<file path="src/rtl/core/vsr_pkg.sv">
package vsr_pkg;

  localparam int IN_W   = 24;
  localparam int OUT_W  = 24;
  localparam int POS_W  = 6;
  localparam int BOX_W  = 7;
  localparam int REG_W  = 7;
  localparam int CNT_W  = 19;
  localparam int SQ_W   = 14;
  localparam int DIST_W = 16;
  localparam int R2_W   = 12;

  localparam logic [CNT_W-1:0] CNT_MAX = {CNT_W{1'b1}};

  localparam logic FUNC_SPHERE = 1'b0;
  localparam logic FUNC_READ   = 1'b1;

  localparam logic [1:0] REG_WIDTH  = 2'd0;
  localparam logic [1:0] REG_HEIGHT = 2'd1;
  localparam logic [1:0] REG_DEPTH  = 2'd2;

  localparam logic [REG_W-1:0] GRID_RESET = 7'd64;

  typedef enum logic [2:0] {
    ST_CLEAR,
    ST_IDLE,
    ST_SETUP,
    ST_WALK,
    ST_DONE
  } state_t;

  typedef struct packed {
    logic clr_step;
    logic load;
    logic setup;
    logic walk;
    logic finish;
  } cmd_t;

  typedef struct packed {
    logic clr_last;
    logic is_read;
    logic zero_radius;
    logic walk_last;
  } sts_t;

endpackage

</file>
<file path="src/rtl/core/vsr_ctrl.sv">
module vsr_ctrl (
  input  logic          clk,
  input  logic          rst_n,
  input  logic          in_tvalid,
  output logic          in_tready,
  output logic          out_tvalid,
  input  logic          out_tready,
  input  vsr_pkg::sts_t sts,
  output vsr_pkg::cmd_t cmd
);
  import vsr_pkg::*;

  state_t state_r, state_nxt;
  logic   out_valid_r, out_valid_nxt;

  always_ff @(posedge clk) begin
    if (!rst_n) begin
      state_r     <= ST_CLEAR;
      out_valid_r <= 1'b0;
    end else begin
      state_r     <= state_nxt;
      out_valid_r <= out_valid_nxt;
    end
  end

  always_comb begin
    state_nxt = state_r;
    cmd       = '0;
    in_tready = 1'b0;
    case (state_r)
      ST_CLEAR: begin
        cmd.clr_step = 1'b1;
        if (sts.clr_last) state_nxt = ST_IDLE;
      end
      ST_IDLE: begin
        in_tready = 1'b1;
        if (in_tvalid) begin
          cmd.load  = 1'b1;
          state_nxt = ST_SETUP;
        end
      end
      ST_SETUP: begin
        cmd.setup = 1'b1;
        if (sts.is_read || sts.zero_radius) state_nxt = ST_DONE;
        else state_nxt = ST_WALK;
      end
      ST_WALK: begin
        cmd.walk = 1'b1;
        if (sts.walk_last) state_nxt = ST_DONE;
      end
      ST_DONE: begin
        if (!out_valid_r || out_tready) begin
          cmd.finish = 1'b1;
          state_nxt  = ST_IDLE;
        end
      end
      default: state_nxt = ST_CLEAR;
    endcase
  end

  always_comb begin
    if (cmd.finish) out_valid_nxt = 1'b1;
    else if (out_tready) out_valid_nxt = 1'b0;
    else out_valid_nxt = out_valid_r;
  end

  assign out_tvalid = out_valid_r;

endmodule

</file>
<file path="config.mk">
export PLATFORM = sky130hd
export DESIGN_NAME = vsr_ctrl
export DESIGN_NICKNAME = d
export VERILOG_FILES = /design/src/rtl/core/vsr_pkg.sv /design/src/rtl/core/vsr_ctrl.sv
export SDC_FILE = /design/constraint.sdc
export NUM_CORES = 1
export LEC_CHECK = 0
export BUFFER_PORTS_ARGS = -buffer_cell sky130_fd_sc_hd__buf_4
export CAP_MARGIN = 20
export CORE_AREA = 2 2 39 41
export DETAILED_ROUTE_END_ITERATION = 8
export DIE_AREA = 0 0 41 43
export PLACE_DENSITY = 0.47
export SKIP_CTS_REPAIR_TIMING = 1
export SYNTH_ARGS = -nofsm -noshare
export SYNTH_HDL_FRONTEND = slang
export SYNTH_SLANG_ARGS = --single-unit
</file>
<file path="constraint.sdc">
create_clock -name clk -period 1.5 [get_ports clk]
set_input_delay 0 -clock clk [delete_from_list [all_inputs] [get_ports clk]]
set_output_delay 0 -clock clk [all_outputs]
set_load 0.1 [all_outputs]
</file>
Word-level counts from Yosys, hierarchy flattened:

Cells that the tools add are included.
Widths: inputs -> output; s select.

* equal/unequal tests: 8
* muxes and demuxes: 16
* reductions and logical operators: 6

Operator list (number)
* $mux 3: 5
* $pmux 3 s5: 1
* $mux 1: 10
* $ne 2x2->1 const B: 4
* $eq 3x2->1 const B: 2
* $reduce_and 4->1: 1
* $eq 3x1->1 const B: 1
* $eq 3x3->1 const B: 1
* $logic_not 3->1: 1
* $logic_or 1x1->1: 2
* $reduce_bool 2->1: 1
* $logic_not 1->1: 1

* register bits: 4
* bits of input ports: 8
* output and inout port bits: 7
* word-level logic and storage cells: 32

Longest topological paths before layout:

Gate-level depths: netlist (run 1).

* depth after elaboration: 5
* depth in mapped cells: 4
* depth with buffers taken out: 3

Worst setup path before layout (run 1):

OpenSTA, ideal clock, no wires.

* kind: reg-to-reg
* from: register state_r[0]
* to: register state_r[0]
* setup time: 116 ps
* arrival: 2865 ps
* data required time: 1384 ps
* path slack: -1482 ps
* cell stages (with the launch flop): 5
* buffers on the path: 1
* period minus slack after synthesis: 2982 ps
* cell sequence: dfxtp_1 buf_6 nor3_1 nand2b_1 and4_1

* cells in the longest elaborated chain, start to end: 3
* elaborated cells on any way between the ends: 11
* classes of those cells: 8 x eq/ne; 1 x mux; 2 x reduce/logical

Ends and longest elaborated chain
* start, declared: RTL line vsr_ctrl.sv:13 `state_t state_r, state_nxt;`
* start signal, assigned: RTL line vsr_ctrl.sv:21 `state_r <= state_nxt;`
* $eq 3x3->1, or another cell as far along: RTL line vsr_ctrl.sv:30 `case (state_r)`
* $ne 2x2->1 (no line)
* $reduce_and 4->1 (no line)

Parallel ways exist; a longest one is shown, timed or not.
A chain may end at the register's enable or synchronous reset.

==> results of run 1 <==
## registers in the layout, indices dropped and copies added, names as in the netlist
signal and flops:
out_tvalid 1, state_r 3
## power groups by stage
stage / combinational (mW) / sequential (mW) / clock, mW
after CTS: 0.188 / 0.130 / 0.147
after global routing: 0.197 / 0.131 / 0.151
after floorplan: 0.163 / 0.122 / 0
after global placement: 0.188 / 0.132 / 0
final: 0.189 / 0.130 / 0.137
after detailed placement: 0.188 / 0.132 / 0
## through the flow
step / total power [mW] / instance area, um^2 / std cells
after floorplan: 0.285 / 323 / 32
after global placement: 0.320 / 425 / 60
after detailed placement: 0.319 / 425 / 60
after CTS: 0.465 / 448 / 63
after global routing: 0.478 / 458 / 64
final: 0.455 / 458 / 64
## final cells by class
| class | instances | area (um^2) | area share [%] |
|---|---|---|---|
| Sequential cell | 4 | 82.6 | 18.0 |
| Inverter | 1 | 3.75 | 0.820 |
| Tap cell | 16 | 20.0 | 4.37 |
| Clock buffer | 3 | 22.5 | 4.92 |
| Timing Repair Buffer | 16 | 123 | 26.8 |
| Multi-Input combinational cell | 24 | 206 | 45.1 |
## routing by layer
layer,share of wire (%),up-vias
met1,40,130
met2,55,6
met3,5.3,0
met4,0,0
li1,-,147
met5,0,-
## cell usage in the layout, fill, tap and decap left out, types with 2 or more instances in the layout
| master | instances |
|---|---|
| buf_4 | 15 |
| clkbuf_4 | 3 |
| nor2b_1 | 2 |
| or2b_1 | 2 |
| nor2_2 | 2 |
| dfxtp_1 | 2 |
| dfxtp_2 | 2 |
## kinds of logic after synthesis
kind of cell | synth area share, %
and+or+nand+nor | 37.6
AOI/OAI and AO/OA | 18.4
DFF | 27.4
buffers and inverters | 11.5
muxes | 5.13
## final timing paths
| check | start | cells after the start | to | slack [ns] |
|---|---|---|---|---|
| worst max-delay path | state_r[1] | 3 | cmd[2] | 0.11 |
| worst min-delay path | out_tready | 4 | state_r[2] | 0.11 |
| worst max register to register | state_r[1] | 3 | state_r[0] | 0.30 |
| worst min register to register | state_r[2] | 2 | state_r[2] | 0.57 |
## tightest hold or removal path: cells and delay by family
kind / cells / cell delay (ns)
AOI/OAI and AO/OA: 1 / 0.07
buffers and inverters: 1 / 0.07
and+or+nand+nor: 2 / 0.16
==> impl_metrics.yaml, run 1 <==
critical_path:
  critPathTopFamily: "flip-flops"
  crit_path_end_kind: "primary output"
  crit_buf_inv: 1
  crit_chain: "or2b_1 > nor2_2 > buf_4"
  startpoint_type: "register"
  slowest_stage: "dfxtp_1"
  critPathArrivalTime_ns: 1.39
  max_stage_delay_ns: 0.48
  worstPathMaxFanout: 7
  cp_data_required_time_ns: 1.50
  path_class: "register to primary output"
routing:
  ant_nets: 0
  drc_errors: 0
  routedWlPerCell_um: 11.0
  drt-total-wl_um: 702
  viasPerCell: 4.42
  drt-initial-drc-count: 1
  first_pass_iters: 2
  vias: 283
worst_hold_path:
  hp-class: "input pin to register"
clock_network:
  insertion_delay_ns: 0.23
  cts_root_buf: "clkbuf_4"
  clk_pin_slew_ns: 0.04
  cts_tree: "yes"
  cts.sinks: 4
  numCtsBuffers: 3
  clk_path_buf_depth: 2
  htreeDepth: 1
power:
  switching_share_pct: 41.8
  seqPwrFrac_pct: 28.5
  intPower_mw: 0.265
  p_leak_nw: 0.189
  p_comb_share_pct: 41.4
  pwr-share-clk_pct: 30.1
  ir_worst_vdd_v: 0.000285
  power.density_nw_per_um2: 994
  power.switching_mw: 0.191
sta:
  hold_violations: 0
  fin_skew_ns: 0.00168
  setup_tns_ns: 0
  drv_slew: 0
  worst_slack_ns: 0.115
  setup_viol: 0
  timing.final.crit_share_pct: 92.3
  period_minus_slack_ns: 1.39
  rsz0062_at_grt: "no"
  fmax_ghz: 0.722
  max_slew.worst_pin.slew_ns: 0.291
  hold_ws_ns: 0.111
  slew_headroom_pct: 80.6
die:
  dieArea_um2: 1760
  die_w_um: 41
  start_util_pct: 21.2
  die_y_um: 43
  core_um2: 1380
  placementRows: 14
  ioPinCount: 15
synth:
  synth.top_cells.by_area: "dfxtp_1 27%, buf_6 7.7%, mux2_4 5.1%"
  syn_nets: 40
  yosys.area.top_type: "dfxtp_1"
  synth.avg_cell_area_um2: 9.15
  ys_async_sr_fraction_pct: 0
  synthFlopType: "dfxtp_1"
  ys_top_cells_by_count: "4 x dfxtp_1, 3 x nor2_1, 2 x buf_6, 2 x nor2b_1, 2 x or2b_1"
  ys_seq_elements: 4
  synth_cell_types: 24
  yosys_warnings: 0
  syn_inst: 32
  synth_top_area_share_pct: 27.4
  netlist_area_um2: 293
  synth_edf_count: 0
  yosysMostFrequentCell: "dfxtp_1"
  ys_seq_area_share_pct: 27.4
global_routing:
  grt_pass1_wl_mm: 1.16
  grt_use_met2_pct: 14.7
  grt_usage_pct: 10.1
  antenna_found_initial: 0
  use_met3_pct: 3.14
  overflow: 0
  grt_util_met1_pct: 11.3
  grt_pass1_vias: 283
  gr-max-usage-layer: "met2"
  grt_max_degree: 10
finish:
  utilization_pct: 33.1
  synthToLayoutAreaGrowth_pct: 56.4
  insertedDiodeCount: 0
  fillers: 153
  finalNetCount: 58
  drive_gt1_share_pct: 62.5
run:
  drv_cap: 0
placed_design:
  gp_congestion: 0.695
  pre_cts_ws_ns: 0.318
  hpwl_um: 555
  io_buffers: 14
run_status:
  outcome: "finished clean"
(Power assumes the default switching activity.)
==> run 2: changes to the inputs <==
--- a/config.mk
+++ b/config.mk
@@ -7,10 +7,12 @@
 export LEC_CHECK = 0
 export BUFFER_PORTS_ARGS = -buffer_cell sky130_fd_sc_hd__buf_4
 export CAP_MARGIN = 20
+export CELL_PAD_IN_SITES_DETAIL_PLACEMENT = 1
+export CELL_PAD_IN_SITES_GLOBAL_PLACEMENT = 1
 export CORE_AREA = 2 2 39 41
 export DETAILED_ROUTE_END_ITERATION = 8
 export DIE_AREA = 0 0 41 43
-export PLACE_DENSITY = 0.47
+export PLACE_DENSITY = 0.6
 export SKIP_CTS_REPAIR_TIMING = 1
 export SYNTH_ARGS = -nofsm -noshare
 export SYNTH_HDL_FRONTEND = slang
==> run 2 against run 1 <==
Against the previous run: flip-flop and latch count unchanged; cell area up 0.27%; hold slack worse by 0.0014 ns; count of clock-buffer cells in the layout unchanged; clock skew up 0.0010 ns; via count unchanged; global-route usage down 0.71 points; die area unchanged; sequential share of layout area up 0.22 points; critical path depth unchanged; first-iteration DRC count unchanged; setup slack better by 0.048 ns; critical path type unchanged; largest cell class unchanged; largest power group unchanged.
==> impl_metrics.yaml, run 2 (same netlist as run 1, synthesis figures left out) <==
die:
  dieArea_um2: 1760
  die_w_um: 41
  ioPinCount: 15
  die_y_um: 43
  placementRows: 14
  core_um2: 1380
  start_util_pct: 21.2
placed_design:
  dp_cells: 60
  hpwl_um: 575
  io_buffers: 14
  gp_congestion: 0.629
power:
  power.density_nw_per_um2: 977
  ir_worst_vdd_v: 0.000395
  p_leak_nw: 0.189
global_routing:
  grt_pass1_wl_mm: 1.10
  overflow: 0
  antenna_found_initial: 0
  grt_pass1_vias: 264
  grt_max_degree: 10
  grt_usage_pct: 9.34
critical_path:
  startpoint_type: "register"
  crit_path_end_kind: "primary output"
  path_class: "register to primary output"
  worstPathMaxFanout: 7
  r2r_setup_slack_ns: 0.38
  critPathArrivalTime_ns: 1.34
  cp_data_required_time_ns: 1.50
worst_hold_path:
  hp-class: "input pin to register"
sta:
  setup_tns_ns: 0
  max_slew.worst_pin.slew_ns: 0.280
  hold_violations: 0
  period_minus_slack_ns: 1.34
  timing.final.crit_share_pct: 89.2
  slew_headroom_pct: 81.5
  fmax_ghz: 0.748
  drv_slew: 0
  fin_skew_ns: 0.00268
  rsz0062_at_grt: "no"
  setup_viol: 0
clock_network:
  clk_pin_slew_ns: 0.03
  clk_path_buf_depth: 2
  cts_root_buf: "clkbuf_4"
  insertion_delay_ns: 0.23
  htreeDepth: 1
  numCtsBuffers: 3
  cts_tree: "yes"
  cts.sinks: 4
routing:
  viasPerCell: 4.42
  vias: 283
  ant_nets: 0
  drt-initial-drc-count: 1
  routedWlPerCell_um: 11.1
  drc_errors: 0
  drt-total-wl_um: 713
  first_pass_iters: 2
finish:
  drive_gt1_share_pct: 64.6
  synthToLayoutAreaGrowth_pct: 56.8
  largest_register_ffs: 3
  final_common_cell: "buf_4"
  final_cell_mix: "15 x buf_4, 3 x clkbuf_4, 3 x dfxtp_2"
  top_register: "state_r"
  insertedDiodeCount: 0
  finalNetCount: 58
  instances_no_fill: 64
run:
  drv_cap: 0
run_status:
  outcome: "finished clean"
run 2: changes by cell type in the layout (fill, tap and decap cells not counted):
cell,change
dfxtp_2,+1
dfxtp_1,-1
run 2: layout make-up:
type / count / area, um^2
clock buffer: 3 / 22.5
fill: 165 / 925
inverter: 1 / 3.75
multi-input combinational: 24 / 206
sequential: 4 / 83.8
tap: 16 / 20.0
timing repair buffer: 16 / 123
run 2: where the power goes:
part / switching [mW] / internal (mW)
combinational: 0.128 / 0.0613
clock: 0.0393 / 0.0892
sequential: 0.0168 / 0.114
total: 0.184 / 0.265
run 2: worst max-delay path: stages, from the launching register on:
cell     delay [ns]
dfxtp_2        0.40
inv_1          0.09
nor4_1         0.28
buf_4          0.34
run 2: final timing paths:
path	cells after the start	to	start
hold / removal	4	state_r[2]	out_tready
setup / recovery	3	cmd[0]	state_r[2]
setup reg to reg	3	state_r[2]	state_r[0]
hold reg to reg	2	state_r[2]	state_r[2]
run 2: through the flow:
step	hold slack (ns)	utilization, %	instance area (um^2)	power [mW]	worst slack (ns)
floorplan	0.118	-	323	0.285	-0.147
global placement	0.233	30.7	425	0.320	0.291
detailed placement	0.238	30.7	425	0.321	0.265
CTS	-0.0101	32.4	448	0.458	0.0379
global route	0.120	33.2	459	0.479	0.0757
finish	0.110	33.2	459	0.449	0.163
run 2: layer usage:
layer | up-vias | wire (um) | track usage [%]
li1 | 147 | - | -
met1 | 128 | 320 | 11.3
met2 | 8 | 344 | 13.4
met3 | 0 | 48 | 4.71
met4 | 0 | 0 | 4.00
met5 | - | 0 | 0
==> run 3: changes to the inputs <==
--- a/config.mk
+++ b/config.mk
@@ -13,6 +13,7 @@
 export DETAILED_ROUTE_END_ITERATION = 8
 export DIE_AREA = 0 0 41 43
 export PLACE_DENSITY = 0.6
+export SETUP_SLACK_MARGIN = 0.3
 export SKIP_CTS_REPAIR_TIMING = 1
 export SYNTH_ARGS = -nofsm -noshare
 export SYNTH_HDL_FRONTEND = slang
==> run 3 against run 2 <==
Against the previous run: wire length fell by 0.56%; global-route usage rose by 0.21 points; hold slack got worse by 0.11 ns; clock power barely moved; core utilization rose by 5.9 points; sequential power barely moved; register-to-register slack barely moved; first-iteration DRC count fell by 100%; die area did not move; critical path depth did not move; critical endpoint is now cmd[3]; largest cell class unchanged; largest power group unchanged.
==> impl_metrics.yaml, run 3 (same netlist as run 1, synthesis figures left out) <==
die:
  placementRows: 14
  die_y_um: 43
  start_util_pct: 21.2
  die_w_um: 41
  dieArea_um2: 1760
  core_um2: 1380
  ioPinCount: 15
sta:
  hold_violations: 0
  fin_skew_ns: 0.00111
  fmax_ghz: 0.818
  drv_slew: 0
  max_slew.worst_pin.slew_ns: 0.317
  slew_headroom_pct: 78.8
  period_minus_slack_ns: 1.22
  setup_tns_ns: 0
  setup_viol: 0
  timing.final.crit_share_pct: 81.5
  rsz0062_at_grt: "yes"
  worst_slack_ns: 0.277
run_status:
  outcome: "finished clean"
routing:
  vias: 299
  met3WireLength_um: 46
  first_pass_iters: 1
  viasPerCell: 4.60
  routedWlPerCell_um: 10.9
  top_layer: "met4"
  ant_nets: 0
  drt-total-wl_um: 709
  wl_met1_um: 293
  drt-initial-drc-count: 0
  drc_errors: 0
  met2_length_um: 359
placed_design:
  hpwl_um: 545
  dp_cells: 60
  io_buffers: 14
  pre_cts_ws_ns: 0.313
  gp_congestion: 0.628
  dpl_cell_area_um2: 427
critical_path:
  worstPathMaxFanout: 7
  path_class: "register to primary output"
  r2r_setup_slack_ns: 0.38
  startpoint_type: "register"
  r2r_start: "state_r[0]"
  cp_data_required_time_ns: 1.50
  r2r_end: "state_r[1]"
  worstRegToRegCells: 3
  crit_path_end_kind: "primary output"
  critPathArrivalTime_ns: 1.22
finish:
  synthToLayoutAreaGrowth_pct: 84.6
  top_register: "state_r"
  fin_area_um2: 541
  final_cell_mix: "11 x buf_4, 3 x clkbuf_4, 3 x buf_12, 3 x dfxtp_4"
  multi_input_area_um2: 221
  insertedDiodeCount: 0
  fillers: 159
  instances_no_fill: 65
  finalNetCount: 59
  largest_register_ffs: 3
  utilization_pct: 39.1
  final_common_cell: "buf_4"
  drive_gt1_share_pct: 73.5
  register_area_um2: 92.6
clock_network:
  numCtsBuffers: 3
  clk_pin_slew_ns: 0.04
  cts_root_buf: "clkbuf_4"
  htreeDepth: 1
  cts_tree: "yes"
  insertion_delay_ns: 0.23
  cts.sinks: 4
  clk_path_buf_depth: 2
power:
  power.density_nw_per_um2: 891
  ir_worst_vdd_v: 0.000546
  p_leak_nw: 0.212
worst_hold_path:
  whs_path_depth: 2
  hold_end: "state_r[1]"
  hp-start: "rst_n"
  hp-class: "input pin to register"
global_routing:
  grt_usage_pct: 9.55
  grt_pass1_wl_mm: 1.07
  grt_max_degree: 10
  grt_pass1_vias: 269
  overflow: 0
  antenna_found_initial: 0
run:
  drv_cap: 0
## run 3: cell types whose count changed in the layout (fill, tap and decap cells not counted)
cell	change
buf_12	+3
buf_4	-4
buf_6	+2
buf_8	+1
dfxtp_1	-1
dfxtp_2	-2
dfxtp_4	+3
dlygate4sd3_1	-1
inv_1	-1
inv_2	+1
nor4_1	-1
nor4_4	+1
## run 3: how the worst max path moves through the flow
stage,start,to,slack (ns),cells after the start
final,state_r[2],cmd[3],0.28,3
after global routing,state_r[2],cmd[3],0.24,3
after detailed placement,state_r[1],state_r[0],0.31,3
after CTS,state_r[1],cmd[2],0.10,3
after floorplan,state_r[1],state_r[0],-0.1,4
after global placement,state_r[1],state_r[0],0.33,3
## run 3: final cells by class
type	instances	area share, %
Multi-Input combinational cell	24	41.0
Timing Repair Buffer	17	33.3
Sequential cell	4	17.1
Clock buffer	3	4.17
Tap cell	16	3.70
Inverter	1	0.694
## run 3: metrics by stage
stage                     power (mW)  hold slack, ns
final                          0.481         0.00264
after global routing           0.515         0.00145
after CTS                      0.460        -0.00533
after detailed placement       0.320           0.244
after global placement         0.319           0.236
after floorplan                0.284           0.118
## run 3: critical path, cell delays in order, from the launching register on
cell and delay [ns]:
dfxtp_4 0.36, nand2b_4 0.17, nor3b_4 0.25, buf_12 0.21
## run 3: power breakdown
| part | internal [mW] | total (mW) | switching [mW] |
|---|---|---|---|
| sequential | 0.112 | 0.129 | 0.0174 |
| combinational | 0.0865 | 0.222 | 0.135 |
| clock | 0.0893 | 0.130 | 0.0409 |
| total | 0.288 | 0.481 | 0.194 |
## run 3: routing by layer
metal	GRT usage (%)	vias to the layer above
li1	-	154
met1	11.9	135
met2	11.6	8
met3	3.14	2
met4	10.0	0
met5	0	-
